==> config.mk <==
export PLATFORM = sky130hd
export DESIGN_NAME = fce_cell
export DESIGN_NICKNAME = d
export VERILOG_FILES = /design/src/hw/rtl/fce_pkg.sv /design/src/hw/rtl/fce_cell.sv
export SDC_FILE = /design/constraint.sdc
export NUM_CORES = 1
export LEC_CHECK = 0
export BUFFER_PORTS_ARGS = -buffer_cell sky130_fd_sc_hd__buf_4
export CAP_MARGIN = 40
export CORE_ASPECT_RATIO = 1.4
export CORE_MARGIN = 4
export CORE_UTILIZATION = 24
export CTS_BUF_LIST = sky130_fd_sc_hd__clkbuf_16
export DETAILED_ROUTE_END_ITERATION = 6
export PLACE_DENSITY = 0.45
export SYNTH_ARGS = -nofsm -noshare
export SYNTH_HDL_FRONTEND = slang
export SYNTH_SLANG_ARGS = --single-unit
==> constraint.sdc <==
create_clock -name clk -period 19 [get_ports clk]
set_input_delay 2.85 -clock clk [delete_from_list [all_inputs] [get_ports clk]]
set_output_delay 2.85 -clock clk [all_outputs]
set_load 0.02 [all_outputs]
==> src/hw/rtl/fce_pkg.sv <==
// Shared constants and types for the FIR convolve/correlate block.
package fce_pkg;

    localparam int OUT_W     = 36;
    localparam int SLOT_W    = 4;
    localparam int CFG_W     = 16;
    localparam int CFG_IDX_W = 2;
    localparam int LEN_W     = 16;
    localparam int CNT_W     = 17;
    localparam int KLEN_W    = 5;
    localparam int KLEN_MAX  = 16;

    localparam logic CMD_LOAD   = 1'b0;
    localparam logic CMD_SAMPLE = 1'b1;

    localparam logic [CFG_IDX_W-1:0] CFG_TRIM_MODE  = 2'd0;
    localparam logic [CFG_IDX_W-1:0] CFG_REVERSE    = 2'd1;
    localparam logic [CFG_IDX_W-1:0] CFG_SIGNAL_LEN = 2'd2;
    localparam logic [CFG_IDX_W-1:0] CFG_KERNEL_LEN = 2'd3;

    typedef enum logic [1:0] {
        TRIM_FULL  = 2'd0,
        TRIM_SAME  = 2'd1,
        TRIM_VALID = 2'd2
    } trim_t;

    typedef struct packed {
        logic              step;
        logic              clear;
        logic              load;
        logic [SLOT_W-1:0] slot;
    } cell_ctrl_t;

    typedef struct packed {
        logic valid;
        logic last;
    } tag_t;

endpackage

==> src/hw/rtl/fce_cell.sv <==
// One tap cell: sample delay stage, coefficient register and tap multiplier.
module fce_cell #(
    parameter int SAMPLE_BITS = 16,
    parameter int INDEX       = 0
) (
    input  logic                            clk,
    input  logic                            rst_n,
    input  fce_pkg::cell_ctrl_t             ctrl,
    input  logic signed [SAMPLE_BITS-1:0]   load_word,
    input  logic signed [SAMPLE_BITS-1:0]   sample_in,
    input  logic signed [SAMPLE_BITS-1:0]   coef_in,
    output logic signed [SAMPLE_BITS-1:0]   sample_out,
    output logic signed [SAMPLE_BITS-1:0]   coef_out,
    output logic signed [2*SAMPLE_BITS-1:0] product
);

    logic signed [SAMPLE_BITS-1:0] sample_reg;
    logic signed [SAMPLE_BITS-1:0] sample_next;
    logic signed [SAMPLE_BITS-1:0] coef_reg;
    logic signed [SAMPLE_BITS-1:0] coef_next;
    logic                          slot_hit;

    assign slot_hit = ctrl.load && (int'(ctrl.slot) == INDEX);

    always_comb
    begin
        sample_next = sample_reg;
        if (ctrl.clear)
        begin
            sample_next = '0;
        end
        else if (ctrl.step)
        begin
            sample_next = sample_in;
        end
    end

    assign coef_next = slot_hit ? load_word : coef_reg;

    always_ff @(posedge clk or negedge rst_n)
    begin
        if (!rst_n)
        begin
            sample_reg <= '0;
        end
        else
        begin
            sample_reg <= sample_next;
        end
    end

    always_ff @(posedge clk)
    begin
        coef_reg <= coef_next;
    end

    // multiply the sample as it stands after this step's shift
    assign product    = sample_in * coef_in;
    assign sample_out = sample_reg;
    assign coef_out   = coef_reg;

endmodule

==> results of run 1 <==
-- metal layers --
metal	share of wire (%)	up-vias	GRT usage (%)
li1	-	3601	-
met1	36	4229	13.9
met2	59	154	26.3
met3	3.7	16	1.42
met4	1.1	0	1.43
met5	0	-	0
-- logic make-up (layout without fill, tap and decap cells) --
| group | count (synthesis) | after routing | synth area share (%) |
|---|---|---|---|
| fa+ha+maj | 344 | 344 | 56.8 |
| mux | 16 | 16 | 1.45 |
| other cells | 0 | 1 | 0 |
| flops | 32 | 32 | 7.98 |
| buf+inv | 332 | 418 | 11.3 |
| compound gates | 72 | 72 | 4.73 |
| xor+xnor | 37 | 37 | 2.94 |
| simple gates | 330 | 330 | 14.8 |
-- cell type report --
type	instances	area share, %
Sequential cell	32	6.95
Tap cell	611	6.03
Antenna cell	1	0.0197
Clock buffer	5	0.987
Inverter	290	8.58
Multi-Input combinational cell	799	70.2
Clock inverter	3	0.0888
Timing Repair Buffer	120	7.10
-- layout by cell type (no fill, tap or decap), types with 17 or more instances in the layout --
master,synthesis,final
inv_1,290,292
fa_1,262,262
nand2_1,132,132
and2_1,123,123
buf_4,1,120
ha_1,82,82
nor2_1,42,42
xnor2_1,27,27
a21o_1,18,18
a21oi_1,17,17
-- state kept, by name (all words and copies together) (netlist names) --
name / flops
coef_out: 16
sample_out: 16
-- synthesized netlist by cell type (all sizes together), types with 2 or more instances --
cell type and number:
ha 82, fa 262, a21oi 19, nor4 2, a31oi 7, o211ai 2
xor2 10, buf 3, clkbuf 39, dfrtp 16, o21ai 6, nor2 42
or2 2, a21o 19, o41ai 3, nand2b 4, o21bai 4, nand3 5
o31ai 2, nor3 5, edfxtp 16, inv 290, nand2 132, and3 7
nand4 3, and2 123, xnor2 27, o21a 2, or4b 2, mux2i 16
-- how the worst max path moves through the flow --
| stage | to | slack [ns] | cells past startpoint |
|---|---|---|---|
| final | product[30] | 6.97 | 21 |
| after global routing | product[30] | 6.63 | 21 |
| after CTS | product[30] | 6.97 | 21 |
| after detailed placement | product[30] | 6.99 | 21 |
| after global placement | product[30] | 7.10 | 21 |
| after floorplan | product[30] | 7.44 | 20 |
-- through the flow --
step / instance area, µm² / utilization [%] / hold WS [ns]
CTS: 12700 / 28.0 / 0.523
global placement: 12500 / 27.7 / 0.507
global route: 12700 / 28.0 / 0.558
floorplan: 11000 / - / 0.630
finish: 12700 / 28.0 / 0.522
detailed placement: 12500 / 27.7 / 0.511
-- tightest hold or removal path: stages, from the launching register on --
cell	delay, ns
dfrtp_1	0.34
mux2i_1	0.07
nor2_1	0.08
==> reports/metrics.yaml, run 1 <==
drc_errors: 0
maxCapViolCount: 0
max_freq_mhz: 83.1
finClkSkew_ns: 0
yosys.area.top_type: "fa_1"
antenna_found_initial: 0
post_cts_buffers: 0
drtIter0Drc: 328
grt_use_total_pct: 12.6
drive_gt1_share_pct: 10.6
setup.worst_path.end_class: "output port"
cts_resized: 0
crit_type: "input pin to output port"
clockBufferDepth: 2
grt_pass1_wl_mm: 48.5
worst_path_max_delay_cell: "fa_1"
cts_max_level: 2
netlist_area_um2: 11000
grt_pass1_vias: 8683
clk_transition_reported_paths_ns: 0.05
cp-startpoint: "coef_in[1]"
cp-start-kind: "input pin"
numCtsBuffers: 5
reg2regPathDepth: 2
relSlewSlack_pct: 49.2
worst_pin_slew_ns: 0.762
rows: 92
tns_ns: 0
path_delay_family: "adder cells"
slew_violations: 0
synth_top_area_share_pct: 47.5
postCtsHoldBufs: 0
num_io_pins: 121
postLayoutSetupSlackWorst_ns: 6.97
cts_tree: "yes"
multi_input_area_um2: 8910
syn_area_per_cell_um2: 9.49
ys.flop_type: "edfxtp_1"
clk_latency_ns: 0.27
yosys_warnings: 0
gr-total-overflow: 0
ys_seq_area_share_pct: 7.98
fill_cells: 4894
fin_crit_sh_pct: 63.3
dieWidth_um: 189
drtPass1Iterations: 5
arrival_ns: 9.18
place_inst: 1852
synthTopCellsByArea: "fa_1, inv_1, ha_1"
netlist_instances: 1163
core-area_um2: 45200
register_area_um2: 881
cts-root-buf: "clkbuf_16"
cts_sinks: 32
r2r_end: "sample_out[15]$_DFFE_PN0P_"
area_growth_pct: 14.9
dp_slack_ns: 6.99
rrSetupSlack_ns: 18.12
crit_path_frequent_cell: "fa_1"
setup_viol: 0
fin_nets: 1649
route.vias.total: 8000
finalHoldViolCount: 0
cp_num_buf_inv: 5
start_util_pct: 24.4
required_ns: 16.15
final_cell_count_no_fill: 1861
synth_edf_count: 16
ys_ff_latch: 32
reg2reg_from: "sample_out[15]$_DFFE_PN0P_"
synth.distinct_cells: 47
status: "finished clean"
cp_slowest_stage_delay_ns: 0.85
synth-async-reset-ratio_pct: 50.0
dieArea_um2: 49500
holdCritPathClass: "flop to flop"
path_cells: "buf_4, nand2_1, inv_1, fa_1, fa_1, fa_1, fa_1, fa_1, inv_1, fa_1, inv_1, ha_1, and3_1, nand3_1, or4b_1, a21oi_1, o41ai_2, o2111ai_1, a21oi_1, xnor2_1, buf_4"
hpwl_mm: 26.1
place_congestion: 0.838
cp_max_fo: 16
hold_end: "sample_out[1]$_DFFE_PN0P_"
wl_per_cell_um: 16.6
place.port_buffers: 120
fp.dieH_um: 262
routed_wl_mm: 31.0
min_from: "sample_out[1]$_DFFE_PN0P_"
rsz0062_at_grt: "false"
grt_max_degree: 18
layout_min_cycle_time_ns: 12.03
syn_nets: 1564
via_per_inst: 4.30
drtAntennaViolNets: 0
hold_depth: 2
Power of run 1 is not shown: default switching activity piles up to over one toggle a cycle in this logic, so the estimate is an artifact.
==> inputs of run 2 (changes only) <==
clock period = 11.6 ns   (was 19 ns; I/O delays follow)
==> run 2 against run 1 <==
  * Sequential share of layout area barely moved
  * Utilization rose by 0.064 points
  * Worst setup slack got worse by 5.1 ns
  * Via count fell by 0.48%
==> reports/metrics.yaml, run 2 (synthesis results as in run 1) <==
drtIter0Drc: 323
cp_max_fo: 16
setup.worst_path.end_class: "output port"
start_util_pct: 24.4
drive_gt1_share_pct: 10.9
postCtsHoldBufs: 0
grt_pass1_wl_mm: 48.3
cp_num_buf_inv: 5
layout_commonest_cell: "inv_1"
fp.dieH_um: 262
grt_max_degree: 18
layout_common_cells: "inv_1, fa_1, nand2_1"
dieArea_um2: 49500
cts_sinks: 32
holdCritPathClass: "flop to flop"
antenna_found_initial: 0
required_ns: 9.86
status: "finished clean"
finClkSkew_ns: 0
gr-total-overflow: 0
clk_latency_ns: 0.27
tns_ns: 0
grt_use_total_pct: 12.5
place_inst: 1852
max_freq_mhz: 102
diodes: 0
cts_max_level: 2
grt_use_met1_pct: 14.0
finalHoldViolCount: 0
whs_ns: 0.526
slew_violations: 0
place.port_buffers: 120
grt.busiest_layer: "met2"
cts_resized: 0
via_per_inst: 4.28
crit_path_frequent_cell: "fa_1"
numCtsBuffers: 5
dieWidth_um: 189
core-area_um2: 45200
drtPass1Iterations: 5
relSlewSlack_pct: 48.5
grt_pass1_vias: 8659
cts_tree: "yes"
place_congestion: 0.838
routed_wl_mm: 30.8
path_cells: "buf_4, nand2_1, inv_1, fa_1, fa_1, fa_1, fa_1, fa_1, inv_1, fa_1, inv_1, ha_1, and3_1, nand3_1, or4b_1, a21oi_1, o41ai_2, o2111ai_1, a21oi_1, xnor2_1, buf_4"
arrival_ns: 8.04
cp_slowest_stage_delay_ns: 0.85
cp-start-kind: "input pin"
clk_transition_reported_paths_ns: 0.05
path_delay_family: "adder cells"
cts-root-buf: "clkbuf_16"
post_cts_buffers: 0
fill_cells: 4853
worst_path_max_delay_cell: "fa_1"
fin_crit_sh_pct: 84.3
drc_errors: 0
layout_min_cycle_time_ns: 9.78
wl_per_cell_um: 16.5
area_growth_pct: 15.1
hpwl_mm: 26.2
fin_nets: 1649
drtAntennaViolNets: 0
met3_usage_pct: 1.28
setup_viol: 0
gr-usage-met2_pct: 26.0
crit_type: "input pin to output port"
final_core_util_pct: 28.1
rsz0062_at_grt: "false"
clockBufferDepth: 2
final_cell_count_no_fill: 1860
route.vias.total: 7962
rows: 92
maxCapViolCount: 0
worst_pin_slew_ns: 0.772
num_io_pins: 121
-- run 2: final cells by class --
cell class	instances	area, µm²	share of cell area, %
Timing Repair Buffer	120	901	7.09
Tap cell	611	764	6.01
Clock inverter	3	42.5	0.335
Sequential cell	32	881	6.93
Inverter	290	1090	8.56
Multi-Input combinational cell	799	8910	70.1
Clock buffer	5	125	0.984
-- run 2: tightest hold or removal path, stage by stage (launching register included) --
cell and delay, ns:
dfrtp_1 0.34, mux2i_1 0.07, nor2_1 0.08
-- run 2: worst paths after layout --
path	end	slack (ns)	from	cells after the start
min	sample_out[1]$_DFFE_PN0P_	0.53	sample_out[1]$_DFFE_PN0P_	2
max reg2reg	sample_out[15]$_DFFE_PN0P_	10.72	sample_out[15]$_DFFE_PN0P_	2
min in group asynchronous	sample_out[8]$_DFFE_PN0P_	1.32	rst_n	1
max	product[30]	1.82	coef_in[1]	21
max in group asynchronous	sample_out[7]$_DFFE_PN0P_	10.09	rst_n	1
min reg2reg	sample_out[1]$_DFFE_PN0P_	0.53	sample_out[1]$_DFFE_PN0P_	2
-- run 2: per-stage QoR --
stage                     worst slack [ns]  instance area [µm²]
final                                 1.82                12700
after global routing                  1.46                12700
after CTS                             1.81                12700
after detailed placement              1.83                12500
after global placement                1.92                12500
after floorplan                       2.26                11000
-- run 2: metal layers --
layer,wire length [µm],up-vias
li1,-,3595
met1,11100,4205
met2,18200,146
met3,1160,16
met4,289,0
met5,0,-
Power of run 2 is left out for the same reason.
==> inputs of run 3 (changes only) <==
ABC_AREA = 1   (was unset)
clock period = 9.6 ns   (was 11.6 ns; I/O delays follow)
==> run 3 against run 2 <==
  * Non-clock buffer count increased by 2
  * Sequential cell count is the same
  * Critical endpoint is now product[29]
  * Critical path type unchanged
  * Die area increased by 8.1%
  * Synthesized area grew 8.4%
  * Worst hold slack improved by 0.0064 ns
  * Synthesized cell count rose by 34%
  * Routed wire length rose by 10%
==> reports/metrics.yaml, run 3 <==
ys_ff_latch: 32
gr-total-overflow: 0
status: "finished clean"
drtAntennaViolNets: 0
layout_commonest_cell: "inv_1"
yosysMostFrequentCell: "inv_1"
syn_nets: 1961
synth.distinct_cells: 30
worst_path_max_delay_cell: "fa_1"
diodes: 0
via_per_inst: 4.10
drtIter0Drc: 291
crit_type: "input pin to output port"
place_area_um2: 13400
cts_resized: 0
synth-async-reset-ratio_pct: 50.0
netlist_area_um2: 12000
drc_errors: 0
min_from: "sample_out[14]$_DFFE_PN0P_"
clockBufferDepth: 2
required_ns: 8.16
maxCapViolCount: 0
setup.worst_path.end_class: "output port"
final_core_util_pct: 27.7
final_cell_count_no_fill: 2260
drtPass1Iterations: 4
slew_violations: 0
cts_sinks: 32
worst_pin_slew_ns: 0.619
cts_max_level: 2
hold_end: "sample_out[14]$_DFFE_PN0P_"
reg2reg_from: "sample_out[9]$_DFFE_PN0P_"
cp_num_buf_inv: 5
ys_seq_area_share_pct: 7.36
finalHoldViolCount: 0
grt_max_degree: 18
relSlewSlack_pct: 58.7
r2r_end: "sample_out[9]$_DFFE_PN0P_"
cts-root-buf: "clkbuf_16"
holdCritPathClass: "flop to flop"
yosys.area.top_type: "fa_1"
drive_gt1_share_pct: 9.30
fp.dieH_um: 272
syn_area_per_cell_um2: 7.67
reg2regPathDepth: 2
finClkSkew_ns: 0
fin_area_um2: 13600
synthTopCellsByArea: "fa_1, inv_1, nand2_1"
synth_edf_count: 16
hold_depth: 2
cts_tree: "yes"
fin_crit_sh_pct: 88.4
synth_common_cells: "inv_1, nand2_1, fa_1"
core-area_um2: 49100
dieWidth_um: 197
grt_pass1_vias: 10411
place_congestion: 0.841
rsz0062_at_grt: "false"
numCtsBuffers: 5
layout_min_cycle_time_ns: 8.49
setup_viol: 0
path_cells: "buf_4, nand2_1, inv_1, fa_1, fa_1, inv_1, fa_1, fa_1, fa_1, fa_1, inv_1, ha_1, nand2_1, nor2_1, nand2_1, nor3_1, nand2_1, nand3b_1, nand2_1, nand2_1, buf_4"
start_util_pct: 24.4
num_io_pins: 121
cp_max_fo: 17
grt_use_total_pct: 13.0
post_cts_buffers: 0
fin_nets: 2023
synth_top_area_share_pct: 43.8
clk_transition_reported_paths_ns: 0.06
max_freq_mhz: 118
yosys_warnings: 0
layout_common_cells: "inv_1, nand2_1, fa_1"
grt_pass1_wl_mm: 55.5
area_growth_pct: 13.7
ys.flop_type: "edfxtp_1"
wl_per_cell_um: 15.0
route.vias.total: 9275
netlist_instances: 1560
postCtsHoldBufs: 0
cp-start-kind: "input pin"
routed_wl_mm: 33.9
arrival_ns: 7.05
cp_slowest_stage_delay_ns: 0.86
place_inst: 2252
path_delay_family: "adder cells"
place.port_buffers: 120
hpwl_mm: 30.2
antenna_found_initial: 0
rows: 96
dieArea_um2: 53500
tns_ns: 0
clk_latency_ns: 0.27
rrSetupSlack_ns: 8.96
[run 3: changes by cell type after synthesis, sizes merged, moves of 25 or more]
| cell | change |
|---|---|
| nand2 | +285 |
| inv | +208 |
| and2 | -122 |
| nand3 | +43 |
| clkbuf | +28 |
| xnor2 | -25 |
[run 3: metrics by stage]
stage	hold slack (ns)	setup WS [ns]
5_1_grt	0.553	0.737
3_3_place_gp	0.524	1.06
4_1_cts	0.536	1.01
2_1_floorplan	0.617	1.45
3_5_place_dp	0.525	1.03
6_report	0.532	1.11
[run 3: cell type report]
class | instances | area (µm²)
Timing Repair Buffer | 122 | 920
Fill cell | 5322 | 35500
Multi-Input combinational cell | 963 | 8970
Clock buffer | 5 | 125
Clock inverter | 3 | 42.5
Sequential cell | 32 | 881
Tap cell | 637 | 797
Inverter | 498 | 1870
[run 3: cells by family after synthesis]
family	after synthesis	synth area share, %
buffers and inverters	565	17.7
and+or+nand+nor	545	18.6
adders and majority gates	344	52.4
AOI/OAI and AO/OA	55	2.51
DFF	32	7.36
xor gates and xnor gates	19	1.39
[run 3: worst register-to-register path: cells and delay by family, from the launching register on]
kind	cells	cell delay [ns]
AO/OA/AOI/OAI	1	0.17
flip-flops	1	0.34
buffers and inverters	1	0.04
[run 3: worst max path at each step]
stage / start / end / slack (ns) / cells after the start
2_1_floorplan: sample_in[15] / product[23] / 1.45 / 20
3_3_place_gp: sample_in[15] / product[23] / 1.06 / 20
3_5_place_dp: sample_in[15] / product[31] / 1.03 / 21
4_1_cts: sample_in[15] / product[31] / 1.01 / 21
5_1_grt: sample_in[15] / product[29] / 0.74 / 21
6_report: sample_in[15] / product[29] / 1.11 / 21
[run 3: metal layers]
layer	part of all wire, %	GRT usage (%)
met1	39	15.0
met2	58	26.0
met4	2.2	2.54
met5	0	0
met3	1.4	0.755
Power of run 3 is left out for the same reason.
